## src/rtl/pcmat_pkg.sv

```systemverilog
// ----------------------------------------------------------------------------
// PCM audio port package
// Shared types and constants for the PCM port and its interval timer.
// ----------------------------------------------------------------------------
package pcmat_pkg;

  typedef enum logic [1:0] {
    OP_WRITE = 2'd0,
    OP_READ  = 2'd1,
    OP_TICK  = 2'd2,
    OP_NONE  = 2'd3
  } opcode_e;

  localparam int unsigned NumCh   = 3;
  localparam int unsigned CntW    = 18;
  localparam int unsigned RelW    = 17;
  localparam logic [CntW-1:0] CntAllOnes = '1;
  localparam logic [RelW-1:0] RelMax     = 17'h10000;

  // One input beat as presented on the input ports.
  typedef struct packed {
    logic [1:0]  opcode;
    logic [15:0] reg_offset;
    logic [7:0]  write_byte;
    logic [7:0]  dma_first;
    logic [7:0]  dma_second;
  } item_t;

  // Timer view passed between the timer and the top level.
  typedef struct packed {
    logic        tick_en;
    logic        wide;
    logic        ch1_fetch;
  } tmr_ctl_t;

  typedef struct packed {
    logic        ch0_expired;
    logic        ch1_running;
    logic        ch1_expired;
  } tmr_sts_t;

endpackage

```

## src/rtl/pcmat_timer.sv

```systemverilog
// ----------------------------------------------------------------------------
// Interval timer
// Three channel timer with latch, low, high and low-then-high access modes.
// ----------------------------------------------------------------------------
module pcmat_timer import pcmat_pkg::*; (
  input  logic        clk_i,
  input  logic        rst_ni,
  input  logic        wr_i,
  input  logic        rd_i,
  input  logic [1:0]  sel_i,
  input  logic [7:0]  data_i,
  input  tmr_ctl_t    ctl_i,
  output tmr_sts_t    sts_o,
  output logic [7:0]  rdata_o
);

  logic [RelW-1:0] reload_q [NumCh];
  logic [RelW-1:0] reload_d [NumCh];
  logic [CntW-1:0] count_q  [NumCh];
  logic [CntW-1:0] count_d  [NumCh];
  logic [2:0]      mode_q   [NumCh];
  logic [2:0]      mode_d   [NumCh];
  logic [1:0]      rph_q    [NumCh];
  logic [1:0]      rph_d    [NumCh];
  logic [1:0]      wph_q    [NumCh];
  logic [1:0]      wph_d    [NumCh];
  logic [15:0]     latch_q  [NumCh];
  logic [15:0]     latch_d  [NumCh];
  logic [NumCh-1:0] relatch_q, relatch_d, run_q, run_d;
  logic [7:0]      ctrl_q, ctrl_d;

  logic [1:0]      ch;
  logic [2:0]      m;
  logic [15:0]     lv;
  logic [CntW-1:0] c0, c1, rl0, rl1;

  always_comb begin
    reload_d  = reload_q;
    count_d   = count_q;
    mode_d    = mode_q;
    rph_d     = rph_q;
    wph_d     = wph_q;
    latch_d   = latch_q;
    relatch_d = relatch_q;
    run_d     = run_q;
    ctrl_d    = ctrl_q;
    rdata_o   = 8'hFF;
    sts_o     = '0;
    ch        = data_i[7:6];
    m         = data_i[3:1];
    lv        = '0;
    c0        = '0;
    c1        = '0;
    rl0       = '0;
    rl1       = '0;

    if (wr_i) begin
      if (sel_i == 2'd3) begin
        if (data_i[7:6] == 2'b11) begin
          if (!data_i[5]) begin
            for (int k = 0; k < NumCh; k++) begin
              if (data_i[k+1]) latch_d[k] = count_q[k][15:0];
            end
          end
        end else begin
          ctrl_d = data_i;
          if (data_i[5:4] == 2'b00) begin
            latch_d[ch] = count_q[ch][RelW] ? 16'h0 : count_q[ch][15:0];
            ctrl_d = data_i | 8'h30;
            relatch_d[ch] = 1'b0;
            rph_d[ch] = 2'd3;
          end else begin
            if (m > 3'd5) m = {1'b0, m[1:0]};
            rph_d[ch] = data_i[5:4];
            wph_d[ch] = data_i[5:4];
            mode_d[ch] = m;
            relatch_d[ch] = 1'b1;
          end
        end
      end else begin
        case (wph_q[sel_i])
          2'd1: begin
            reload_d[sel_i] = {9'd0, data_i};
            count_d[sel_i]  = {10'd0, data_i};
            run_d[sel_i]    = 1'b1;
          end
          2'd2: begin
            reload_d[sel_i] = {1'b0, data_i, 8'd0};
            count_d[sel_i]  = {2'd0, data_i, 8'd0};
            run_d[sel_i]    = 1'b1;
          end
          2'd0: begin
            reload_d[sel_i] = {1'b0, data_i, reload_q[sel_i][7:0]};
            count_d[sel_i]  = {2'd0, data_i, reload_q[sel_i][7:0]};
            wph_d[sel_i]    = 2'd3;
            run_d[sel_i]    = 1'b1;
          end
          default: begin
            reload_d[sel_i] = {1'b0, reload_q[sel_i][15:8], data_i};
            wph_d[sel_i]    = 2'd0;
          end
        endcase
        if (reload_d[sel_i] == '0) begin
          reload_d[sel_i] = RelMax;
          count_d[sel_i]  = {1'b0, RelMax};
        end
      end
    end

    if (rd_i) begin
      if (sel_i == 2'd3) begin
        rdata_o = ctrl_q;
      end else begin
        lv = latch_q[sel_i];
        if (relatch_q[sel_i]) begin
          relatch_d[sel_i] = 1'b0;
          if (!count_q[sel_i][RelW] && count_q[sel_i] > {1'b0, RelMax}) lv = 16'hFFFF;
          else lv = count_q[sel_i][15:0];
        end
        latch_d[sel_i] = lv;
        case (rph_q[sel_i])
          2'd0: begin
            rdata_o = lv[15:8];
            rph_d[sel_i] = 2'd3;
            relatch_d[sel_i] = 1'b1;
          end
          2'd1: begin
            rdata_o = lv[7:0];
            relatch_d[sel_i] = 1'b1;
          end
          2'd2: begin
            rdata_o = lv[15:8];
            relatch_d[sel_i] = 1'b1;
          end
          default: begin
            rdata_o = lv[7:0];
            rph_d[sel_i] = 2'd0;
          end
        endcase
      end
    end

    if (ctl_i.tick_en && run_q[0]) begin
      c0 = count_q[0] - 18'd1;
      count_d[0] = c0;
      if (c0 == '0) begin
        sts_o.ch0_expired = 1'b1;
        if (mode_q[0][1]) begin
          rl0 = (reload_q[0] == '0) ? {1'b0, RelMax} : {1'b0, reload_q[0]};
          count_d[0] = rl0;
        end else begin
          count_d[0] = CntAllOnes;
          run_d[0] = 1'b0;
        end
        sts_o.ch1_running = run_q[1];
        if (run_q[1]) begin
          c1 = count_q[1] - (ctl_i.wide ? 18'd2 : 18'd1);
          count_d[1] = c1;
          if (c1 == '0) begin
            sts_o.ch1_expired = 1'b1;
            if (mode_q[1][1]) begin
              rl1 = (reload_q[1] == '0) ? {1'b0, RelMax} : {1'b0, reload_q[1]};
              count_d[1] = rl1;
            end else begin
              count_d[1] = CntAllOnes;
              run_d[1] = 1'b0;
            end
          end
        end
      end
    end
  end

  always_ff @(posedge clk_i or negedge rst_ni) begin
    if (!rst_ni) begin
      for (int k = 0; k < NumCh; k++) begin
        reload_q[k] <= '0;
        count_q[k]  <= '0;
        mode_q[k]   <= '0;
        rph_q[k]    <= '0;
        wph_q[k]    <= '0;
        latch_q[k]  <= '0;
      end
      relatch_q <= '0;
      run_q     <= '0;
      ctrl_q    <= '0;
    end else begin
      reload_q  <= reload_d;
      count_q   <= count_d;
      mode_q    <= mode_d;
      rph_q     <= rph_d;
      wph_q     <= wph_d;
      latch_q   <= latch_d;
      relatch_q <= relatch_d;
      run_q     <= run_d;
      ctrl_q    <= ctrl_d;
    end
  end

  // ctl_i.ch1_fetch is informational for the caller; channel 1 owns its count.
  logic unused_fetch;
  assign unused_fetch = ctl_i.ch1_fetch;

`ifndef SYNTHESIS
  a_ch1_needs_ch0 : assert property (@(posedge clk_i) disable iff (!rst_ni)
    sts_o.ch1_expired |-> sts_o.ch0_expired) else $error("ch1 expired without ch0");
  a_ch0_needs_tick : assert property (@(posedge clk_i) disable iff (!rst_ni)
    sts_o.ch0_expired |-> ctl_i.tick_en) else $error("ch0 expired without tick");
  a_oneshot_stops : assert property (@(posedge clk_i) disable iff (!rst_ni)
    (sts_o.ch0_expired && !mode_q[0][1]) |=> !run_q[0]) else $error("one-shot kept running");
`endif

endmodule

```

## src/rtl/pcm_audio_port_with_interval_timers_top.sv

```systemverilog
// ----------------------------------------------------------------------------
// PCM audio port with interval timers
// Each accepted beat's result is registered in the output or skid register.
// Throughput: one beat per cycle; an output register with a skid stage
// decouples the two sides, so the input stalls only when both hold data.
// Reset: asynchronous, active low; every register and timer channel clears.
// ----------------------------------------------------------------------------
module pcm_audio_port_with_interval_timers_top import pcmat_pkg::*; (
  input  logic               clk_i,
  input  logic               rst_ni,
  input  logic               in_valid_i,
  output logic               in_stall_o,
  input  logic [1:0]         opcode_i,
  input  logic [15:0]        reg_offset_i,
  input  logic [7:0]         write_byte_i,
  input  logic [7:0]         dma_first_i,
  input  logic [7:0]         dma_second_i,
  output logic               out_valid_o,
  input  logic               out_stall_i,
  output logic [7:0]         read_byte_o,
  output logic               irq_pulse_o,
  output logic [1:0]         dma_used_o,
  output logic signed [15:0] left_sample_o,
  output logic signed [15:0] right_sample_o
);

  typedef struct packed {
    logic [7:0]  rd;
    logic        irq;
    logic [1:0]  used;
    logic [15:0] left;
    logic [15:0] right;
  } res_t;

  logic       acc;
  logic       wr, rd, tick;
  logic [15:0] a;
  logic [7:0] v;

  logic [7:0]  mixer_q, mixer_d, status_q, status_d, filter_q, filter_d;
  logic [7:0]  mask_q, mask_d, pcmctl_q, pcmctl_d;
  logic [15:0] direct_q, direct_d, left_q, left_d, right_q, right_d;
  logic [7:0]  setup_q [12];
  logic [7:0]  setup_d [12];
  logic        tog_q, tog_d;

  logic        tmr_sel;
  tmr_ctl_t    tctl;
  tmr_sts_t    tsts;
  logic [7:0]  trd;
  logic [15:0] s;
  res_t        res;

  logic        o_vld_q, sk_vld_q;
  res_t        o_q, sk_q;

  assign in_stall_o = sk_vld_q;
  assign acc  = in_valid_i && !in_stall_o;
  assign wr   = acc && (opcode_i == OP_WRITE);
  assign rd   = acc && (opcode_i == OP_READ);
  assign tick = acc && (opcode_i == OP_TICK);
  assign a    = reg_offset_i;
  assign v    = write_byte_i;
  assign tmr_sel = (a >= 16'h1388) && (a <= 16'h138B);

  assign tctl.tick_en   = tick;
  assign tctl.wide      = setup_q[2][2];
  assign tctl.ch1_fetch = pcmctl_q[6];

  pcmat_timer u_timer (
    .clk_i   (clk_i),
    .rst_ni  (rst_ni),
    .wr_i    (wr && tmr_sel),
    .rd_i    (rd && tmr_sel),
    .sel_i   (a[1:0]),
    .data_i  (v),
    .ctl_i   (tctl),
    .sts_o   (tsts),
    .rdata_o (trd)
  );

  always_comb begin
    mixer_d = mixer_q; status_d = status_q; filter_d = filter_q;
    mask_d = mask_q; pcmctl_d = pcmctl_q; direct_d = direct_q;
    left_d = left_q; right_d = right_q; setup_d = setup_q; tog_d = tog_q;
    res = '0;
    s = '0;

    if (wr && !tmr_sel) begin
      case (a)
        16'h0B88: mixer_d = v;
        16'h0B89: status_d = status_q & ~v;
        16'h0B8A: filter_d = v;
        16'h0B8B: mask_d = v;
        16'h0F88: direct_d = {direct_q[15:8], v};
        16'h0F89: direct_d = {v, direct_q[7:0]};
        16'h0F8A: begin
          if (v[6] && !pcmctl_q[6]) tog_d = 1'b0;
          pcmctl_d = v;
        end
        16'h7F89: setup_d[0] = v;
        16'h8388: setup_d[1] = v;
        16'h8389: setup_d[2] = v;
        16'h838A: setup_d[3] = v;
        16'h838B: setup_d[4] = v;
        16'hF388: setup_d[5] = v;
        16'hF389: setup_d[6] = v;
        16'hF38A: setup_d[7] = v;
        16'hF38B: setup_d[8] = v;
        16'hF788: setup_d[9] = v;
        16'hF789: setup_d[10] = v;
        16'hFB8A: setup_d[11] = v;
        default: ;
      endcase
    end

    if (rd) begin
      if (tmr_sel) res.rd = trd;
      else begin
        case (a)
          16'h0B88: res.rd = mixer_q;
          16'h0B89: res.rd = status_q;
          16'h0B8A: res.rd = filter_q;
          16'h0B8B: res.rd = {3'b001, mask_q[4:0]};
          16'h0F8A: res.rd = pcmctl_q;
          16'h2789: res.rd = 8'h00;
          16'h7F89: res.rd = {setup_q[0][7:1], 1'b0};
          16'h8388: res.rd = setup_q[1];
          16'h8389: res.rd = setup_q[2];
          16'h838B: res.rd = setup_q[3];
          16'h838C: res.rd = setup_q[4];
          16'hEF8B: res.rd = 8'h0C;
          16'hF388: res.rd = setup_q[5];
          16'hF389: res.rd = setup_q[6];
          16'hF38B: res.rd = setup_q[7];
          16'hF38C: res.rd = setup_q[8];
          16'hF788: res.rd = setup_q[9];
          16'hF789: res.rd = setup_q[10];
          16'hFB8A: res.rd = setup_q[11];
          16'hFF88: res.rd = 8'h04;
          16'hFF8B: res.rd = 8'h31;
          default:  res.rd = 8'hFF;
        endcase
      end
    end

    if (tsts.ch0_expired) begin
      status_d[2] = 1'b1;
      if (mask_q[2]) res.irq = 1'b1;
      if (tsts.ch1_running && pcmctl_q[6]) begin
        if (setup_q[2][2]) begin
          s = {dma_first_i, dma_second_i};
          res.used = 2'd2;
        end else begin
          s = {dma_first_i ^ 8'h80, 8'h00};
          res.used = 2'd1;
        end
        if (setup_q[2][4]) s[15] = ~s[15];
        if (pcmctl_q[5]) begin
          left_d = s; right_d = s;
        end else begin
          if (tog_q) right_d = s; else left_d = s;
          tog_d = ~tog_q;
        end
      end
      if (tsts.ch1_expired) begin
        status_d[3] = 1'b1;
        if (mask_q[3]) res.irq = 1'b1;
      end
    end

    res.left  = filter_d[5] ? left_d  : 16'h0;
    res.right = filter_d[5] ? right_d : 16'h0;
  end

  always_ff @(posedge clk_i or negedge rst_ni) begin
    if (!rst_ni) begin
      mixer_q <= '0; status_q <= '0; filter_q <= '0; mask_q <= '0;
      pcmctl_q <= '0; direct_q <= '0; left_q <= '0; right_q <= '0;
      tog_q <= 1'b0;
      for (int k = 0; k < 12; k++) setup_q[k] <= '0;
      o_vld_q <= 1'b0;
      sk_vld_q <= 1'b0;
      o_q <= '0;
      sk_q <= '0;
    end else begin
      mixer_q <= mixer_d; status_q <= status_d; filter_q <= filter_d;
      mask_q <= mask_d; pcmctl_q <= pcmctl_d; direct_q <= direct_d;
      left_q <= left_d; right_q <= right_d; tog_q <= tog_d;
      setup_q <= setup_d;
      // Output register with a skid stage behind it.
      if (!o_vld_q || !out_stall_i) begin
        if (sk_vld_q) begin
          o_vld_q  <= 1'b1;
          o_q      <= sk_q;
          sk_vld_q <= acc;
          sk_q     <= res;
        end else begin
          o_vld_q <= acc;
          if (acc) o_q <= res;
        end
      end else if (acc) begin
        sk_vld_q <= 1'b1;
        sk_q     <= res;
      end
    end
  end

  assign out_valid_o    = o_vld_q;
  assign read_byte_o    = o_q.rd;
  assign irq_pulse_o    = o_q.irq;
  assign dma_used_o     = o_q.used;
  assign left_sample_o  = o_q.left;
  assign right_sample_o = o_q.right;

`ifndef SYNTHESIS
  a_skid_only_when_full : assert property (@(posedge clk_i) disable iff (!rst_ni)
    sk_vld_q |-> o_vld_q) else $error("skid holds data with empty output");
  a_fill_skid_on_stall : assert property (@(posedge clk_i) disable iff (!rst_ni)
    (o_vld_q && out_stall_i && acc && !sk_vld_q) |=> sk_vld_q)
    else $error("beat lost on stall");
  a_used_needs_tick : assert property (@(posedge clk_i) disable iff (!rst_ni)
    (res.used != 2'd0) |-> tick) else $error("DMA used without tick");
`endif

endmodule
```

## config.mk

```make
export PLATFORM = sky130hd
export DESIGN_NAME = pcm_audio_port_with_interval_timers_top
export DESIGN_NICKNAME = d
export VERILOG_FILES = /design/src/rtl/pcmat_pkg.sv /design/src/rtl/pcmat_timer.sv /design/src/rtl/pcm_audio_port_with_interval_timers_top.sv
export SDC_FILE = /design/constraint.sdc
export NUM_CORES = 1
export LEC_CHECK = 0
export BUFFER_PORTS_ARGS = -buffer_cell sky130_fd_sc_hd__buf_2
export CAP_MARGIN = 20
export CORE_MARGIN = 2
export CORE_UTILIZATION = 45
export CTS_CLUSTER_SIZE = 20
export DETAILED_ROUTE_END_ITERATION = 8
export PLACE_DENSITY = 0.68
export RECOVER_POWER = 50
export SYNTH_ARGS = -nofsm -noshare
export SYNTH_HDL_FRONTEND = slang
export SYNTH_SLANG_ARGS = --single-unit
```

## constraint.sdc

```tcl
create_clock -name clk_i -period 10.27 [get_ports clk_i]
set_input_delay 0.5135 -clock clk_i [delete_from_list [all_inputs] [get_ports clk_i]]
set_output_delay 0.5135 -clock clk_i [all_outputs]
set_load 0.01 [all_outputs]
```

Word level (Yosys, flattened, before mapping)
Cells that the tools add are included.
{"block": "totals", "latch_bits": 0, "in_bits": 46, "romBits": 0, "output_inout_bits": 45, "word_cells": 377, "memories": 0, "regBits": 442, "ramBits": 0}
{"block": "classes", "n_eq_ne": 36, "mul": 0, "bitwise": 29, "n_mux": 173, "n_addsub": 2, "n_div": 0, "reduce_logical": 68, "n_lt_le_gt_ge": 12, "n_shift": 0}
{"operator": "two-way mux 16 bit", "count": 27}
{"operator": "two-way mux 48 bit", "count": 7}
{"operator": "two-way mux 54 bit", "count": 5}
{"operator": "equality test 16 bit, second input constant", "count": 16}
{"operator": "bitwise mux 51 bit", "count": 4}
{"operator": "two-way mux 43 bit", "count": 4}
{"operator": "case mux 8 bit (21 select lines)", "count": 1}
{"operator": "bitwise mux 54 bit", "count": 3}
{"operator": "two-way mux 18 bit", "count": 9}
{"operator": "case mux 54 bit (3 select lines)", "count": 1}
{"operator": "two-way mux 51 bit", "count": 3}
{"operator": "case mux 51 bit (3 select lines)", "count": 1}
{"operator": "bitwise mux 48 bit", "count": 2}
{"operator": "two-way mux 17 bit", "count": 5}
{"operator": "equality test 16 x 12 -> 1 bit, second input constant", "count": 5}
{"operator": "binary-select mux 18 bit (select 2 bit)", "count": 2}
{"operator": "two-way mux 36 bit", "count": 2}
{"operator": "two-way mux 6 bit", "count": 12}
{"operator": "binary-select mux 17 bit (select 2 bit)", "count": 2}
{"operator": "demux 16 bit (select 2 bit)", "count": 2}
{"operator": "two-way mux 3 bit", "count": 19}
{"operator": "bitwise AND 51 bit", "count": 1}
{"operator": "zero test 17 bit", "count": 3}
{"operator": "NOT 51 bit", "count": 1}
{"operator": "other kinds (54)", "count": 183}

Depth between registers and ports, before layout
{"block": "depth", "ltp_word": 19, "mapped_depth": 25, "mapped_depth_nobuf": 14}

Modules after synthesis
Synthesis repeated with hierarchy kept, for this count alone.
{"block": "unflattened", "hier_cells": 2956, "area_unflattened_um2": 26185.1}
{"module": "pcmat_timer", "cells_per_inst": 1913, "area_each_um2": 14610.3, "n_inst": 1, "seq_area_each_um2": 4504.3}
{"module": "pcm_audio_port_with_interval_timers_top", "cells_per_inst": 1043, "area_each_um2": 11574.9, "n_inst": 1, "seq_area_each_um2": 6331.1}

Least setup slack after synthesis
No wires, ideal clock.
{"block": "synth_timing", "path_kind": "input -> register", "start": "input reg_offset_i[1]", "end": "register u_timer.reload_q[24] (netlist name)", "required_ns": 10.128, "n_path_buf": 11, "cell_stages": 25, "setup_time_ns": 0.142, "setup_slack_ns": 4.854, "t_arrival_ns": 5.273, "cell_sequence": "buf_2 > buf_2 > buf_2 > buf_2 > buf_2 > buf_2 > mux2i_1 > nor2_1 > a21oi_1 > inv_1 > ha_1 > buf_6 > or2_1 > buf_2 > o21a_1 > buf_2 > a222oi_1 > nand4_1 > o41ai_2 > nand2_1 > and3_1 > buf_6 > o31ai_4 > buf_4 > o22ai_1"}
{"block": "synth_via", "elab_chain_len": 14, "word_cells_on_any_way": 36, "cone_classes": "4 x order compare; 3 x eq/ne; 19 x mux; 4 x bitwise; 6 x reduce/logical"}
{"item": "start, declared", "line": "pcm_audio_port_with_interval_timers_top.sv:14", "text": "input logic [15:0] reg_offset_i,"}
{"item": "NOT 2 -> 3 bit (not written as such)"}
{"item": "greater-or-equal comparator 3 bit (not written as such) or less-than comparator 3 x 1 -> 1 bit (tied branches)"}
{"item": "logical AND 1 bit (not written as such)"}
{"item": "two-way mux 17 bit (not written as such)"}
{"item": "demux 17 bit (select 2 bit)"}
{"item": "bitwise mux 51 bit (on tied branches)"}
{"item": "case mux 51 bit (3 select lines)", "line": "pcmat_timer.sv:81", "text": "case (wph_q[sel_i])"}
{"item": "two-way mux 51 bit", "line": "pcmat_timer.sv:58", "text": "if (sel_i == 2'd3) begin"}
{"item": "two-way mux 51 bit", "line": "pcmat_timer.sv:57", "text": "if (wr_i) begin"}
{"item": "binary-select mux 17 bit (select 2 bit)", "line": "pcmat_timer.sv:103", "text": "if (reload_d[sel_i] == '0) begin"}
{"item": "two-way mux 17 bit (not written as such) (2 in series)", "line": "pcmat_timer.sv:103"}
{"item": "zero test 17 bit", "line": "pcmat_timer.sv:103"}
{"item": "two-way mux 51 bit", "line": "pcmat_timer.sv:103"}
{"item": "end signal, assigned", "line": "pcmat_timer.sv:188", "text": "reload_q <= reload_d;"}
{"item": "end, declared", "line": "pcmat_timer.sv:17", "text": "logic [RelW-1:0] reload_q [NumCh];"}
Several ways; a longest one is shown, not always the timed one. The select of a mux whose other input is x is not followed.
A chain may end at the register's enable or synchronous reset.

==> impl_metrics.tcl <==
set metrics [dict create \
    run_status "complete, but fails checks" \
    failed_checks "capacitance limit, slew limit" \
    grt_pass1_wl_mm 151 \
    clk_pin_slew_ns 0.06 \
    cp.required_ns 9.09 \
    finalSetupViolations 0 \
    rsz0062_at_grt "no" \
    slowest_delay_ns 4.06 \
    grt_antenna_before_repair 0 \
    relSlewSlack_pct -289 \
    initial_core_util_pct 45.3 \
    io_pins 91 \
    netlist_area_um2 26600 \
    synthCells 2941 \
    vdd_drop_max_mv 0.138 \
    critPathCaptureType "async pin" \
    grt_use_total_pct 32.1 \
    detail-route-antenna-nets 0 \
    synth_edf_count 0 \
    critPathLaunch "rst_ni" \
    finalSetupTns_ns 0 \
    worst-endpoint-arrival_ns 5.21 \
    syn_nets 3006 \
    p_leak_uw 0.0127 \
    htree_num_levels 2 \
    dpl-instance-area_um2 27500 \
    hp-class "in2reg" \
    route.detailed.drc 0 \
    crit_family "buffers and inverters" \
    hp-start "dma_first_i[6]" \
    vias 25200 \
    fin_skew_ns 0.0273 \
    period_share_pct 62.2 \
    async_flop_share_pct 100 \
    crit_fanout 111 \
    nNetsFinal 2946 \
    root_buffer "clkbuf_16" \
    synth_warnings 0 \
    start_kind "input pin" \
    synthFlopType "dfrtp_1" \
    die_h_um 247 \
    slew_violations 161 \
    io_buffers 90 \
    vias_per_cell 6.84 \
    r2r_slack_ns 4.61 \
    area_delta_synth_final_pct 9.76 \
    die_area_um2 61000 \
    tritoncts "built" \
    finalCriticalPeriod_ns 6.39 \
    drtIter0Drc 3758 \
    diodes 0 \
    path_class "in2async" \
    p_per_area_nw_per_um2 136 \
    cpMaxStageDelayCell "clkbuf_1" \
    wl_per_cell_um 27.0 \
    num_rows 89 \
    synth_area_per_cell_um2 9.04 \
    ys_ff_latch 433 \
    grt_overflow 0 \
    timing.final.hold_violations 0 \
    cp_cell_sequence "dlygate4sd3_1 > clkbuf_1" \
    die_x_um 247 \
    grt_start_max_net_pins 168 \
    timing.critical_path.to "in_stall_o" \
    hpwl_mm 64.9 \
    clk_path_buf_depth 3 \
    ys_seq_area_share_pct 40.8 \
    first_pass_iters 8 \
    first_global_vias 24100 \
    cts_num_sinks 433 \
    worst_r2r_path_depth 14 \
    post_cts_resized 0 \
    maxCapViolCount 2 \
    worst_pin_slew_ns 5.84 \
    clock_latency_ns 0.62 \
    totalWireLength_mm 99.5 \
    r2r_end "u_timer.count_q[25]" \
    crit_buf_inv 2 \
    core_um2 58700 \
    post-route-cell-area_um2 29200 \
    max_freq_mhz 157 \
    place_congestion 0.968 \
    cts_buffers 48 \
    synth_cell_types 93 \
    drive_above_1_share_pct 14.5 \
    ctsHoldBuffers 1 \
    postCtsSetupRepairBufs 0 \
    cp_num_cells 2 \
]
-- stage by stage --
stage	hold WS, ns	total power (µW)	worst slack [ns]	instances	util (%)
floorplan	0.218	1990	4.85	2941	-
global placement	0.457	2160	4.05	3595	46.9
detailed placement	0.466	2170	3.95	3596	46.9
CTS	0.172	3970	4.56	3681	49.7
global route	0.192	4070	2.43	3688	49.7
finish	0.198	3960	3.88	3688	49.7
-- layout by cell type (no fill, tap or decap), types with 31 or more instances in the layout --
cell type,n
a21oi_1,203
a22oi_1,37
nand2_1,293
mux2i_1,127
mux2_2,168
nand3_1,31
o21ai_0,197
buf_2,43
buf_4,61
a31oi_1,47
a222oi_1,60
o22ai_1,72
nand2b_1,51
dfrtp_1,432
clkbuf_16,49
inv_1,76
a22o_1,42
nor2_1,221
a221oi_1,44
nor3_1,46
o31ai_1,41
clkbuf_1,56
-- flip-flops by register name, summed over array words and instances (netlist names), 2 cells and up, named ones only --
name and cells:
u_timer.latch_q 48, u_timer.rph_q 6, sk_q 43, pcmctl_q 8, right_sample_o 16, u_timer.mode_q 2, right_q 16, left_sample_o 16
u_timer.ctrl_q 8, u_timer.relatch_q 3, mixer_q 8, setup_q 95, u_timer.reload_q 51, dma_used_o 2, mask_q 5, read_byte_o 8
status_q 8, left_q 16, u_timer.run_q 2, u_timer.count_q 54, filter_q 8
-- cell usage after synthesis (all sizes together), types with 24 or more instances --
cell / number / area, µm²
and3: 29 / 181
inv: 77 / 289
a221oi: 46 / 415
clkbuf: 221 / 830
a31oi: 48 / 300
nand2: 293 / 1100
o22ai: 72 / 450
buf: 53 / 285
nand3: 32 / 173
mux2: 170 / 1920
nor4: 29 / 218
a22oi: 37 / 278
nor2b: 24 / 150
nand2b: 52 / 325
and2: 24 / 150
dfrtp: 433 / 10800
a222oi: 60 / 601
o21ai: 205 / 1030
nor3: 50 / 255
nor2: 224 / 843
nand4: 29 / 181
a22o: 42 / 368
mux2i: 128 / 1280
a21oi: 207 / 1040
o31ai: 44 / 363
-- per-layer routing --
layer  GRT usage (%)  share of wire [%]
met4            15.3                5.2
met2            48.0                 43
met1            44.4                 41
met5               0                  0
met3            6.77                 11
-- worst min-delay path by stage --
stage | end | slack (ns) | cells past startpoint
global placement | status_q[3] | 0.46 | 2
detailed placement | sk_q[32] | 0.47 | 2
finish | left_q[14] | 0.20 | 2
floorplan | async pin | 0.22 | 0
global route | right_q[14] | 0.19 | 2
CTS | right_q[12] | 0.17 | 2
-- power breakdown --
part	internal [µW]	switching [µW]
sequential	1740	22.0
combinational	104	276
clock	1060	761
total	2900	1060
-- cells by family (layout without fill, tap and decap cells) --
logic type               count (synthesis)  after routing  share of synthesized area [%]
XOR/XNOR                                25             25                          0.852
multiplexers                           298            298                           12.0
adder cells (fa/ha/maj)                 19             19                          0.923
AND/OR/NAND/NOR                        850            850                           15.4
buffers and inverters                  355            329                           5.34
AO/OA/AOI/OAI                          961            961                           24.7
flip-flops                             433            433                           40.8
-- worst register-to-register path: cells and delay by family, from the launching register on --
family                   cells  cell delay, ns
AO/OA/AOI/OAI                6            2.66
adder cells (fa/ha/maj)      1            0.70
buffers and inverters        3            0.92
flip-flops                   1            0.35
multiplexers                 1            0.08
AND/OR/NAND/NOR              3            0.77
-- final cells by class --
class	instances	area, µm²
clock buffers	64	1390
clock inverters	20	244
fillers	5381	29500
inverters	81	304
multi-input cells	2153	14400
flip-flops and latches	433	10800
well taps	773	967
repair buffers	164	1000
No activity file was read; power rests on OpenSTA's default activity.
